<file path="src/hdl/psc_pkg.sv">
// ----------------------------------------------------------------------------
// psc_pkg
// Shared widths, configuration types and the clamp helper of the PID speed controller.
// ----------------------------------------------------------------------------
package psc_pkg;

  localparam int DataW    = 16;
  localparam int GainW    = 16;
  localparam int FracW    = 8;
  localparam int LimW     = 15;
  localparam int ErrW     = DataW + 1;
  localparam int ProdW    = GainW + ErrW;
  localparam int IntegW   = LimW + FracW + 2;
  localparam int AccW     = ProdW + 1;
  localparam int SumW     = ProdW + 2;
  localparam int ApbAddrW = 5;
  localparam int ApbDataW = 32;

  typedef enum logic [2:0] {
    CFG_GAIN_P   = 3'd0,
    CFG_GAIN_I   = 3'd1,
    CFG_GAIN_D   = 3'd2,
    CFG_INT_LIM  = 3'd3,
    CFG_OUT_LIM  = 3'd4,
    CFG_DB_OFF   = 3'd5
  } cfg_reg_e;

  typedef struct packed {
    logic signed [GainW-1:0] gain_p;
    logic signed [GainW-1:0] gain_i;
    logic signed [GainW-1:0] gain_d;
    logic [LimW-1:0]         int_lim;
    logic [LimW-1:0]         out_lim;
    logic [LimW-1:0]         db_off;
  } cfg_t;

  typedef struct packed {
    logic                   clr;
    logic signed [ErrW-1:0] err;
    logic signed [ErrW-1:0] dmeas;
  } front_t;

  typedef struct packed {
    logic                    clr;
    logic signed [ProdW-1:0] p_term;
    logic signed [ProdW-1:0] i_incr;
    logic signed [ProdW-1:0] d_prod;
  } prod_t;

  // Clamp a value to plus or minus a limit given in whole output units.
  function automatic logic signed [AccW-1:0] clamp_acc(input logic signed [AccW-1:0] v,
                                                       input logic [LimW-1:0] lim);
    logic signed [AccW-1:0] hi;
    hi = $signed({{(AccW-LimW-FracW){1'b0}}, lim, {FracW{1'b0}}});
    if (v > hi) begin
      return hi;
    end else if (v < -hi) begin
      return -hi;
    end
    return v;
  endfunction

endpackage

</file>
<file path="src/hdl/psc_cfg.sv">
// ----------------------------------------------------------------------------
// psc_cfg
// APB register file holding the gains, limits and deadband offset.
// ----------------------------------------------------------------------------
module psc_cfg (
  input  logic                          clk_i,
  input  logic                          rst_ni,
  input  logic                          psel,
  input  logic                          penable,
  input  logic                          pwrite,
  input  logic [psc_pkg::ApbAddrW-1:0]  paddr,
  input  logic [psc_pkg::ApbDataW-1:0]  pwdata,
  output logic [psc_pkg::ApbDataW-1:0]  prdata,
  output logic                          pready,
  output psc_pkg::cfg_t                 cfg_o,
  output logic                          clamp_req_o
);
  import psc_pkg::*;

  cfg_t     cfg_q, cfg_d;
  logic     clamp_req_q, clamp_req_d;
  logic     wr_en;
  cfg_reg_e sel;

  assign pready = 1'b1;
  assign wr_en  = psel && penable && pwrite;
  assign sel    = cfg_reg_e'(paddr[ApbAddrW-1:2]);

  always_comb begin
    cfg_d       = cfg_q;
    clamp_req_d = 1'b0;
    if (wr_en) begin
      clamp_req_d = 1'b1;
      case (sel)
        CFG_GAIN_P:  cfg_d.gain_p  = $signed(pwdata[GainW-1:0]);
        CFG_GAIN_I:  cfg_d.gain_i  = $signed(pwdata[GainW-1:0]);
        CFG_GAIN_D:  cfg_d.gain_d  = $signed(pwdata[GainW-1:0]);
        CFG_INT_LIM: cfg_d.int_lim = pwdata[LimW-1:0];
        CFG_OUT_LIM: cfg_d.out_lim = pwdata[LimW-1:0];
        CFG_DB_OFF:  cfg_d.db_off  = pwdata[LimW-1:0];
        default:     clamp_req_d   = 1'b0;
      endcase
    end
  end

  always_comb begin
    case (sel)
      CFG_GAIN_P:  prdata = {{(ApbDataW-GainW){1'b0}}, cfg_q.gain_p};
      CFG_GAIN_I:  prdata = {{(ApbDataW-GainW){1'b0}}, cfg_q.gain_i};
      CFG_GAIN_D:  prdata = {{(ApbDataW-GainW){1'b0}}, cfg_q.gain_d};
      CFG_INT_LIM: prdata = {{(ApbDataW-LimW){1'b0}}, cfg_q.int_lim};
      CFG_OUT_LIM: prdata = {{(ApbDataW-LimW){1'b0}}, cfg_q.out_lim};
      CFG_DB_OFF:  prdata = {{(ApbDataW-LimW){1'b0}}, cfg_q.db_off};
      default:     prdata = '0;
    endcase
  end

  always_ff @(posedge clk_i or negedge rst_ni) begin
    if (!rst_ni) begin
      cfg_q.gain_p  <= GainW'(256);
      cfg_q.gain_i  <= '0;
      cfg_q.gain_d  <= '0;
      cfg_q.int_lim <= '1;
      cfg_q.out_lim <= '1;
      cfg_q.db_off  <= '0;
      clamp_req_q   <= 1'b0;
    end else begin
      cfg_q       <= cfg_d;
      clamp_req_q <= clamp_req_d;
    end
  end

  // The clamp request is registered with the write, so that it sees the new limit.
  assign cfg_o       = cfg_q;
  assign clamp_req_o = clamp_req_q;

endmodule

</file>
<file path="src/hdl/psc_mul.sv">
// ----------------------------------------------------------------------------
// psc_mul
// Input register (error and measurement change) followed by the gain products.
// ----------------------------------------------------------------------------
module psc_mul (
  input  logic                              clk_i,
  input  logic                              rst_ni,
  input  psc_pkg::cfg_t                     cfg_i,
  input  logic                              in_valid_i,
  output logic                              in_ready_o,
  input  logic                              req_type_i,
  input  logic signed [psc_pkg::DataW-1:0]  setpoint_i,
  input  logic signed [psc_pkg::DataW-1:0]  measured_i,
  output logic                              out_valid_o,
  input  logic                              out_ready_i,
  output psc_pkg::prod_t                    out_o
);
  import psc_pkg::*;

  logic                    f_vld_q, p_vld_q;
  logic                    f_ready, p_ready;
  front_t                  f_q, f_d;
  prod_t                   p_q, p_d;
  logic signed [DataW-1:0] prev_q, prev_d;

  assign p_ready    = !p_vld_q || out_ready_i;
  assign f_ready    = !f_vld_q || p_ready;
  assign in_ready_o = f_ready;

  always_comb begin
    f_d.clr   = req_type_i;
    f_d.err   = ErrW'(setpoint_i) - ErrW'(measured_i);
    f_d.dmeas = ErrW'(measured_i) - ErrW'(prev_q);
    // A clear item restarts the derivative from a measurement of zero.
    prev_d    = req_type_i ? '0 : measured_i;
  end

  always_comb begin
    p_d.clr    = f_q.clr;
    p_d.p_term = ProdW'(cfg_i.gain_p) * ProdW'(f_q.err);
    p_d.i_incr = ProdW'(cfg_i.gain_i) * ProdW'(f_q.err);
    p_d.d_prod = ProdW'(cfg_i.gain_d) * ProdW'(f_q.dmeas);
  end

  always_ff @(posedge clk_i or negedge rst_ni) begin
    if (!rst_ni) begin
      f_vld_q <= 1'b0;
      p_vld_q <= 1'b0;
      prev_q  <= '0;
    end else begin
      if (f_ready) begin
        f_vld_q <= in_valid_i;
      end
      if (p_ready) begin
        p_vld_q <= f_vld_q;
      end
      if (in_valid_i && f_ready) begin
        prev_q <= prev_d;
      end
    end
  end

  always_ff @(posedge clk_i) begin
    if (in_valid_i && f_ready) begin
      f_q <= f_d;
    end
    if (f_vld_q && p_ready) begin
      p_q <= p_d;
    end
  end

  assign out_valid_o = p_vld_q;
  assign out_o       = p_q;

endmodule

</file>
<file path="src/hdl/psc_integ.sv">
// ----------------------------------------------------------------------------
// psc_integ
// Integral accumulator with clamping, and the sum of the three terms.
// ----------------------------------------------------------------------------
module psc_integ (
  input  logic                             clk_i,
  input  logic                             rst_ni,
  input  psc_pkg::cfg_t                    cfg_i,
  input  logic                             clamp_req_i,
  input  logic                             in_valid_i,
  output logic                             in_ready_o,
  input  psc_pkg::prod_t                   in_i,
  output logic                             out_valid_o,
  input  logic                             out_ready_i,
  output logic signed [psc_pkg::SumW-1:0]  sum_o
);
  import psc_pkg::*;

  logic                     s_vld_q;
  logic signed [SumW-1:0]   sum_q, sum_d;
  logic signed [IntegW-1:0] integ_q;
  logic signed [AccW-1:0]   acc_raw, acc_new, acc_cfg;
  logic                     fire;

  assign in_ready_o = !s_vld_q || out_ready_i;
  assign fire       = in_valid_i && in_ready_o;

  always_comb begin
    acc_raw = AccW'(integ_q) + AccW'(in_i.i_incr);
    // A zero integral gain holds the integral at zero, as does a clear item.
    if (in_i.clr || (cfg_i.gain_i == '0)) begin
      acc_new = '0;
    end else begin
      acc_new = clamp_acc(acc_raw, cfg_i.int_lim);
    end
    acc_cfg = clamp_acc(AccW'(integ_q), cfg_i.int_lim);
    if (in_i.clr) begin
      sum_d = '0;
    end else begin
      sum_d = SumW'(in_i.p_term) + SumW'(acc_new) - SumW'(in_i.d_prod);
    end
  end

  always_ff @(posedge clk_i or negedge rst_ni) begin
    if (!rst_ni) begin
      s_vld_q <= 1'b0;
      integ_q <= '0;
    end else begin
      if (in_ready_o) begin
        s_vld_q <= in_valid_i;
      end
      if (fire) begin
        integ_q <= acc_new[IntegW-1:0];
      end else if (clamp_req_i) begin
        integ_q <= acc_cfg[IntegW-1:0];
      end
    end
  end

  always_ff @(posedge clk_i) begin
    if (fire) begin
      sum_q <= sum_d;
    end
  end

  assign out_valid_o = s_vld_q;
  assign sum_o       = sum_q;

endmodule

</file>
<file path="src/hdl/psc_out.sv">
// ----------------------------------------------------------------------------
// psc_out
// Deadband offset, scaling to whole units and output clamp into the result
// register.
// ----------------------------------------------------------------------------
module psc_out (
  input  logic                              clk_i,
  input  logic                              rst_ni,
  input  psc_pkg::cfg_t                     cfg_i,
  input  logic                              in_valid_i,
  output logic                              in_ready_o,
  input  logic signed [psc_pkg::SumW-1:0]   sum_i,
  output logic                              out_valid_o,
  input  logic                              out_stall_i,
  output logic signed [psc_pkg::DataW-1:0]  drive_o
);
  import psc_pkg::*;

  logic                    o_vld_q;
  logic signed [DataW-1:0] drive_q, drive_d;
  logic signed [SumW-1:0]  off, adj, shf, lim;
  logic [LimW-1:0]         lim_eff;

  assign in_ready_o = !o_vld_q || !out_stall_i;

  always_comb begin
    off     = $signed({{(SumW-LimW-FracW){1'b0}}, cfg_i.db_off, {FracW{1'b0}}});
    // An output limit of zero behaves as a limit of one.
    lim_eff = (cfg_i.out_lim == '0) ? LimW'(1) : cfg_i.out_lim;
    lim     = $signed({{(SumW-LimW){1'b0}}, lim_eff});
    if (sum_i > 0) begin
      adj = sum_i + off;
    end else if (sum_i < 0) begin
      adj = sum_i - off;
    end else begin
      adj = sum_i;
    end
    shf = adj >>> FracW;
    if (shf > lim) begin
      drive_d = lim[DataW-1:0];
    end else if (shf < -lim) begin
      drive_d = -lim[DataW-1:0];
    end else begin
      drive_d = shf[DataW-1:0];
    end
  end

  always_ff @(posedge clk_i or negedge rst_ni) begin
    if (!rst_ni) begin
      o_vld_q <= 1'b0;
    end else if (in_ready_o) begin
      o_vld_q <= in_valid_i;
    end
  end

  always_ff @(posedge clk_i) begin
    if (in_valid_i && in_ready_o) begin
      drive_q <= drive_d;
    end
  end

  assign out_valid_o = o_vld_q;
  assign drive_o     = drive_q;

endmodule

</file>
<file path="src/hdl/pid_speed_controller.sv">
// ----------------------------------------------------------------------------
// pid_speed_controller: PID controller, derivative on measurement
// Path: a taken transaction moves through the input, product, sum and result registers.
// Throughput: one transaction per cycle while out_stall_i is low, via four registers.
// Reset clears integral and previous measurement; config registers take reset values.
// ----------------------------------------------------------------------------
module pid_speed_controller (
  input  logic                              clk_i,
  input  logic                              rst_ni,
  input  logic                              psel,
  input  logic                              penable,
  input  logic                              pwrite,
  input  logic [psc_pkg::ApbAddrW-1:0]      paddr,
  input  logic [psc_pkg::ApbDataW-1:0]      pwdata,
  output logic [psc_pkg::ApbDataW-1:0]      prdata,
  output logic                              pready,
  input  logic                              in_valid_i,
  output logic                              in_stall_o,
  input  logic                              req_type_i,
  input  logic signed [psc_pkg::DataW-1:0]  setpoint_i,
  input  logic signed [psc_pkg::DataW-1:0]  measured_i,
  output logic                              out_valid_o,
  input  logic                              out_stall_i,
  output logic signed [psc_pkg::DataW-1:0]  drive_o
);
  import psc_pkg::*;

  cfg_t                   cfg;
  logic                   clamp_req;
  logic                   in_ready;
  logic                   mul_valid, mul_ready;
  prod_t                  mul_data;
  logic                   sum_valid, sum_ready;
  logic signed [SumW-1:0] sum_data;

  assign in_stall_o = !in_ready;

  psc_cfg u_cfg (
    .clk_i       (clk_i),
    .rst_ni      (rst_ni),
    .psel        (psel),
    .penable     (penable),
    .pwrite      (pwrite),
    .paddr       (paddr),
    .pwdata      (pwdata),
    .prdata      (prdata),
    .pready      (pready),
    .cfg_o       (cfg),
    .clamp_req_o (clamp_req)
  );

  psc_mul u_mul (
    .clk_i       (clk_i),
    .rst_ni      (rst_ni),
    .cfg_i       (cfg),
    .in_valid_i  (in_valid_i),
    .in_ready_o  (in_ready),
    .req_type_i  (req_type_i),
    .setpoint_i  (setpoint_i),
    .measured_i  (measured_i),
    .out_valid_o (mul_valid),
    .out_ready_i (mul_ready),
    .out_o       (mul_data)
  );

  psc_integ u_integ (
    .clk_i       (clk_i),
    .rst_ni      (rst_ni),
    .cfg_i       (cfg),
    .clamp_req_i (clamp_req),
    .in_valid_i  (mul_valid),
    .in_ready_o  (mul_ready),
    .in_i        (mul_data),
    .out_valid_o (sum_valid),
    .out_ready_i (sum_ready),
    .sum_o       (sum_data)
  );

  psc_out u_out (
    .clk_i       (clk_i),
    .rst_ni      (rst_ni),
    .cfg_i       (cfg),
    .in_valid_i  (sum_valid),
    .in_ready_o  (sum_ready),
    .sum_i       (sum_data),
    .out_valid_o (out_valid_o),
    .out_stall_i (out_stall_i),
    .drive_o     (drive_o)
  );

`ifndef ASSERT_OFF
  // The input only backs up when the whole pipeline is full behind a stalled result.
  a_stall_needs_full: assert property (@(posedge clk_i) disable iff (!rst_ni)
    in_stall_o |-> (out_valid_o && out_stall_i))
    else $error("input stalled while the result stage can move");

  // A presented result never exceeds the output limit (a zero limit acts as one).
  a_drive_in_limit: assert property (@(posedge clk_i) disable iff (!rst_ni)
    out_valid_o |-> ((drive_o <= $signed({1'b0, cfg.out_lim}) &&
                      drive_o >= -$signed({1'b0, cfg.out_lim})) ||
                     (cfg.out_lim == '0 &&
                      (drive_o == 16'sd1 || drive_o == 16'sd0 || drive_o == -16'sd1))))
    else $error("drive outside the configured output limit");

  // A result appears only from the stage before it or because it was already held.
  a_result_source: assert property (@(posedge clk_i) disable iff (!rst_ni)
    (out_valid_o && !$past(out_valid_o)) |-> $past(sum_valid))
    else $error("result appeared without a sum behind it");
`endif

endmodule

</file>
<file path="config.mk">
export PLATFORM = sky130hd
export DESIGN_NAME = pid_speed_controller
export DESIGN_NICKNAME = d
export VERILOG_FILES = /design/src/hdl/psc_pkg.sv /design/src/hdl/psc_cfg.sv /design/src/hdl/psc_mul.sv /design/src/hdl/psc_integ.sv /design/src/hdl/psc_out.sv /design/src/hdl/pid_speed_controller.sv
export SDC_FILE = /design/constraint.sdc
export NUM_CORES = 2
export LEC_CHECK = 0
export BUFFER_PORTS_ARGS = -buffer_cell sky130_fd_sc_hd__buf_2
export CORE_ASPECT_RATIO = 1.2
export CORE_MARGIN = 2
export CORE_UTILIZATION = 45
export DETAILED_ROUTE_END_ITERATION = 7
export HOLD_SLACK_MARGIN = 0.03
export PLACE_DENSITY = 0.75
export SYNTH_ARGS = -nofsm -noshare
export SYNTH_HDL_FRONTEND = slang
export SYNTH_HIERARCHICAL = 1
export SYNTH_SLANG_ARGS = --single-unit
export TNS_END_PERCENT = 100
</file>
<file path="constraint.sdc">
create_clock -name clk_i -period 9.18 [get_ports clk_i]
set_input_delay 1.377 -clock clk_i [delete_from_list [all_inputs] [get_ports clk_i]]
set_output_delay 1.377 -clock clk_i [all_outputs]
set_load 0.02 [all_outputs]
</file>
; After elaboration in Yosys (flattened, before gate mapping)
; Cells that the tools add are included.
[classes]
reduce_logical = 30
n_lt_le_gt_ge = 8
n_mul = 3
add_sub_neg = 10
eq_ne = 5
mux = 23
[op_table]
columns = cell, count
row1 = $mux 34, 4
row2 = $mux 25, 5
row3 = $mul 16x17->33, 3
row4 = $pmux 16 s6, 1
row5 = $mux 35, 2
row6 = $add 33x34->35, 1
row7 = $add 35x24->35, 1
row8 = $gt 35x1->1 const B, 1
row9 = $lt 27x35->1, 1
row10 = $lt 35x1->1 const B, 1
row11 = $neg 15->35, 1
row12 = $sub 35x24->35, 1
row13 = $sub 35x33->35, 1
row14 = $add 25x33->34, 1
row15 = $gt 34x24->1, 1
row16 = $lt 25x34->1, 1
row17 = $lt 34x34->1, 1
row18 = $neg 23->34, 1
row19 = $sub 16x16->17, 2
row20 = $mux 16, 2
row21 = $mux 15, 2
row22 = $gt 27x16->1, 1
row23 = $gt 25x24->1, 1
row24 = $logic_not 16->1, 1
row25 = 13 further kinds, 42
[totals]
input_bits = 77
word_cells = 102
register_bits = 325
out_inout_bits = 51

; Logic depth before layout (Yosys ltp)
[logic_depth]
depth_word = 9
mapped_depth = 37

; Hierarchy
; Netlist, hierarchy kept.
[by_module_without_submodules]
columns = module, cells_each, area_per_inst_um2, seq_area_each_um2, n_inst
row1 = psc_mul, 3913, 37470.9, 4504.3, 1
row2 = psc_integ, 1199, 9913.3, 1701.6, 1
row3 = psc_out, 624, 4601.9, 505.5, 1
row4 = psc_cfg, 330, 4548.1, 2391.0, 1
row5 = pid_speed_controller, 1, 3.8, 0.0, 1

; Least setup slack after synthesis
; OpenSTA, ideal clock, no wires.
[synth_timing]
path_kind = register to register
startpoint = register u_mul.p_q, in the netlist u_mul/out_o[33]
endpoint = register u_integ.sum_q[26] (netlist: u_integ/sum_o[26]) (data pin)
stages_incl_launch_ff = 36
setup_time_ns = 0.266
path_buffers = 2
t_arrival_ns = 8.243
path_slack_ns = 0.671
path_cell_list = edfxtp_1 ha_1 fa_1 a211oi_2 o21ai_1 a32o_2 a211o_1 a221o_1 xor2_1 ha_1 and4_1 nand4_1 or4_1 or4_1 o31ai_1 o21ai_1 nor4b_1 and4b_1 a21o_1 buf_6 buf_6 nand4_1 fa_1 inv_1 ha_1 and3_1 and2_1 a221o_1 a31o_2 a31oi_1 o211ai_1 a21oi_1 o21bai_1 a21oi_1 xor2_1 nor2_1
[synth_between]
elab_chain_len = 9
elab_cells_between_ends = 11
classes_between = add/sub: 3 / order compare: 2 / mux: 6
[synth_lines]
columns = element, line
row1 = start: declaration, psc_mul.sv:23  ; prod_t p_q, p_d;
row2 = start signal: assignment, psc_mul.sv:68  ; p_q <= p_d;
row3 = $add 25x33->34 *, psc_integ.sv:29  ; acc_raw = AccW'(integ_q) + AccW'(in_i.i_incr);
row4 = $lt 34x34->1, psc_pkg.sv:57  ; end else if (v < -hi) begin
row5 = $mux 1, psc_pkg.sv:57
row6 = $mux 1, psc_pkg.sv:55  ; if (v > hi) begin
row7 = $mux 1, psc_integ.sv:31  ; if (in_i.clr || (cfg_i.gain_i == '0)) begin
row8 = $mux 34 *, psc_pkg.sv:60  ; return v;
row9 = $mux 34 *, psc_integ.sv:31
row10 = $add 33x34->35 *, psc_integ.sv:40  ; sum_d = SumW'(in_i.p_term) + SumW'(acc_new) - SumW'(in_i.d_prod);
row11 = $sub 35x33->35 *, psc_integ.sv:40
row12 = end signal: assignment, psc_integ.sv:62  ; sum_q <= sum_d;
row13 = end: declaration, psc_integ.sv:20  ; logic signed [SumW-1:0] sum_q, sum_d;
; Every way passes the cells marked *; elsewhere a longest branch is shown, timed or not. The select of a mux whose other input is x is not followed.
; A chain may end at the register's enable or synchronous reset.

; Final worst setup path
[layout_timing]
startpoint = register u_integ.integ_q[0]
endpoint = register u_integ.sum_q[33] (netlist: u_integ/sum_o[33]) (data pin)
[layout_between]
elab_chain_len = 9
elab_cells_between_ends = 11
classes_between = add/sub: 3 / order compare: 2 / mux: 6
[layout_lines]
columns = element, line
row1 = start: declaration, psc_integ.sv:21  ; logic signed [IntegW-1:0] integ_q;
row2 = start signal: assignment, psc_integ.sv:53  ; integ_q <= acc_new[IntegW-1:0];
row3 = start signal: assignment, psc_integ.sv:55  ; integ_q <= acc_cfg[IntegW-1:0];
row4 = $add 25x33->34 *, psc_integ.sv:29
row5 = $lt 34x34->1, psc_pkg.sv:57
row6 = $mux 1, psc_pkg.sv:57
row7 = $mux 1, psc_pkg.sv:55
row8 = $mux 1, psc_integ.sv:31
row9 = $mux 34 *, psc_pkg.sv:60
row10 = $mux 34 *, psc_integ.sv:31
row11 = $add 33x34->35 *, psc_integ.sv:40
row12 = $sub 35x33->35 *, psc_integ.sv:40
; Marked as above.

==> impl_metrics.env <==
export IMPL_gp_congestion=1.02
export IMPL_place_inst=7704
export IMPL_htreeDepth=2
export IMPL_hold_violations=0
export IMPL_routed_wl_um=164000
export IMPL_clock_path_buffers=3
export IMPL_grt_pass1_vias=46400
export IMPL_regToRegStartpoint="u_integ/integ_q[0]"
export IMPL_post_route_period_util_pct=96.4
export IMPL_num_rows=142
export IMPL_ys_ff_latch=325
export IMPL_dieArea_um2=129000
export IMPL_fin_nets=7556
export IMPL_die_w_um=328
export IMPL_clock_skew_final_ps=55.4
export IMPL_final_cell_count_no_fill=7783
export IMPL_synth_cells=6067
export IMPL_maxSlewHeadroom_pct=21.5
export IMPL_post_drt_wl_per_cell_um=21.0
export IMPL_path_clk_slew_ps=60
export IMPL_ys_seq_area_share_pct=16.1
export IMPL_fmax_mhz=113
export IMPL_synth_top_area_share_pct=30.7
export IMPL_ioPinCount=128
export IMPL_cp_start_kind="flip-flop"
export IMPL_avgSynthCellArea_um2=9.32
export IMPL_vias=43800
export IMPL_dp_hpwl_um=131000
export IMPL_die_h_um=392
export IMPL_grt_antenna_before_repair=6
export IMPL_required_ps=9460
export IMPL_ant_nets=0
export IMPL_path_max_fanout=8
export IMPL_grt_start_max_net_pins=71
export IMPL_synth_warnings=6
export IMPL_cp_top_family="compound AO/OA/AOI/OAI gates"
export IMPL_cp_slowest_stage_delay_ps=540
export IMPL_grt_total_usage_pct=25.7
export IMPL_initial_utilization_pct=45.3
export IMPL_vias_per_cell=5.63
export IMPL_crit_buf_inv=3
export IMPL_final_setup_viol_count=0
export IMPL_cp_end_kind="flip-flop"
export IMPL_core_area_um2=125000
export IMPL_min_from="u_mul/prev_q[5]"
export IMPL_ys_types=112
export IMPL_io_buffers=92
export IMPL_worst_path_max_delay_cell="fa_1"
export IMPL_grt_pass1_wl_um=255000
export IMPL_synth_edf_count=186
export IMPL_insertion_delay_ps=600
export IMPL_slew_viol_final=0
export IMPL_dr_pass1_iters=8
export IMPL_hold_path_class="flip-flop to flip-flop"
export IMPL_worst_slew_pin_slew_ps=1180
export IMPL_syn_area_um2=56500
export IMPL_drc=0
export IMPL_yosys_top_cells_count="inv_1 (1,153), fa_1 (867), nand2_1 (559)"
export IMPL_path_class="flip-flop to flip-flop"
export IMPL_cap_violations=0
export IMPL_cts_tree="yes"
export IMPL_synth_area_leader_cell="fa_1"
export IMPL_critPathMostFrequentCell="a21oi_1"
export IMPL_synth_area_top_cells="fa_1 (31%), ha_1 (11%), edfxtp_1 (9.9%), inv_1 (7.7%), dfrtp_1 (4.8%)"
export IMPL_layout_area_overhead_vs_synth_pct=7.04
export IMPL_period_needed_ps=8850
export IMPL_cts_root_buf="clkbuf_16"
export IMPL_crit_path_start="u_integ/integ_q[0]"
export IMPL_layout_drive_gt1_share_pct=8.29
export IMPL_arrival_ps=9130
export IMPL_numCtsBuffers=36
export IMPL_clkSinkCount=325
export IMPL_status="finished clean"
export IMPL_ys_async_sr_fraction_pct=42.8
export IMPL_ys_flop_type="edfxtp_1"
export IMPL_gr_total_overflow=0
export IMPL_yosysMostFrequentCell="inv_1"
export IMPL_drt_initial_drc_count=2966
-- stage by stage --
stage	setup TNS, ps	utilization [%]	setup slack [ps]	instance area, µm²	hold WS (ps)
after global routing	-10.7	48.5	-10.7	60500	500
after floorplan	0	-	671	56600	400
final	0	48.5	330	60500	478
after detailed placement	-99.2	47.3	-70.7	59000	466
after CTS	0	48.3	21.4	60300	480
after global placement	0	47.3	59.7	59000	457
-- placed cells by master, fill, tap and decap left out, drive strengths merged, types with 47 or more instances in the layout --
cell / instances
a211oi: 55
a21o: 116
a21oi: 223
and2: 412
buf: 218
clkbuf: 51
dfrtp: 108
edfxtp: 186
fa: 867
ha: 515
inv: 1158
mux2: 113
mux2i: 47
nand2: 559
nand3: 58
nand4: 48
nor2: 267
nor3: 82
o21ai: 176
xnor2: 177
xor2: 48
-- cells by family after synthesis --
logic type / after synthesis / share of synthesized area, %
AND/OR/NAND/NOR: 1640 / 14.5
adder cells (fa/ha/maj): 1382 / 42.1
XOR/XNOR: 225 / 3.49
multiplexers: 160 / 3.08
AO/OA/AOI/OAI: 925 / 11.1
buffers and inverters: 1407 / 9.65
other: 3 / 0.0199
flip-flops: 325 / 16.1
-- state kept, by name, summed over array words and instances, names as in the netlist --
signal / flops
u_out/out_valid_o: 1
u_integ/sum_o: 35
u_mul/out_o: 100
u_integ/out_valid_o: 1
u_integ/integ_q: 25
u_mul/out_valid_o: 1
u_mul/prev_q: 16
u_out/drive_o: 16
u_mul/f_q: 35
u_cfg/cfg_o: 93
u_mul/f_vld_q: 1
u_cfg/clamp_req_o: 1
-- tightest hold or removal path: stages, from the launching register on --
cell	delay (ps)
dfrtp_1	340
nand2_1	50
o31ai_1	50
-- path summary, 6_finish.rpt --
kind,end,slack [ps],depth (start not counted)
worst max-delay path,u_integ/sum_o[33],330,35
worst min-delay path,u_mul/prev_q[5],480,2
worst max register to register,u_integ/sum_o[33],330,35
worst min register to register,u_mul/prev_q[5],480,2
max in group asynchronous,u_integ/integ_q[24],6830,2
min in group asynchronous,u_mul/prev_q[9],780,1
-- cell type report --
class	count	area (µm²)
Clock inverter	17	234
Antenna cell	2	5.00
Inverter	1155	4340
Sequential cell	325	9100
Fill cell	11500	64200
Timing Repair Buffer	220	1480
Tap cell	1656	2070
Clock buffer	49	1030
Multi-Input combinational cell	4359	42300
-- what timing repair did --
action | in CTS | in global routing
setup endpoints to repair | 2 | 13
hold endpoints to repair | 0 | 0
gates resized for setup | 4 | 28
hold buffers | 0 | 0
buffers inserted | 1 | 8
pin swaps | 3 | 24
cloned | 0 | 2
-- routing by layer --
metal / up-vias / track usage [%] / part of all wire [%] / wire, µm
met5: - / 0 / 0.025 / 41
met4: 6 / 17.2 / 7.7 / 12700
met3: 513 / 3.24 / 6.0 / 9750
met2: 1594 / 45.3 / 50 / 81100
met1: 22100 / 29.2 / 37 / 60100
li1: 19700 / - / - / -
Power is left out: the tool's default activity adds up to more than one toggle a clock period on the data nets, which glitch-free logic cannot reach.
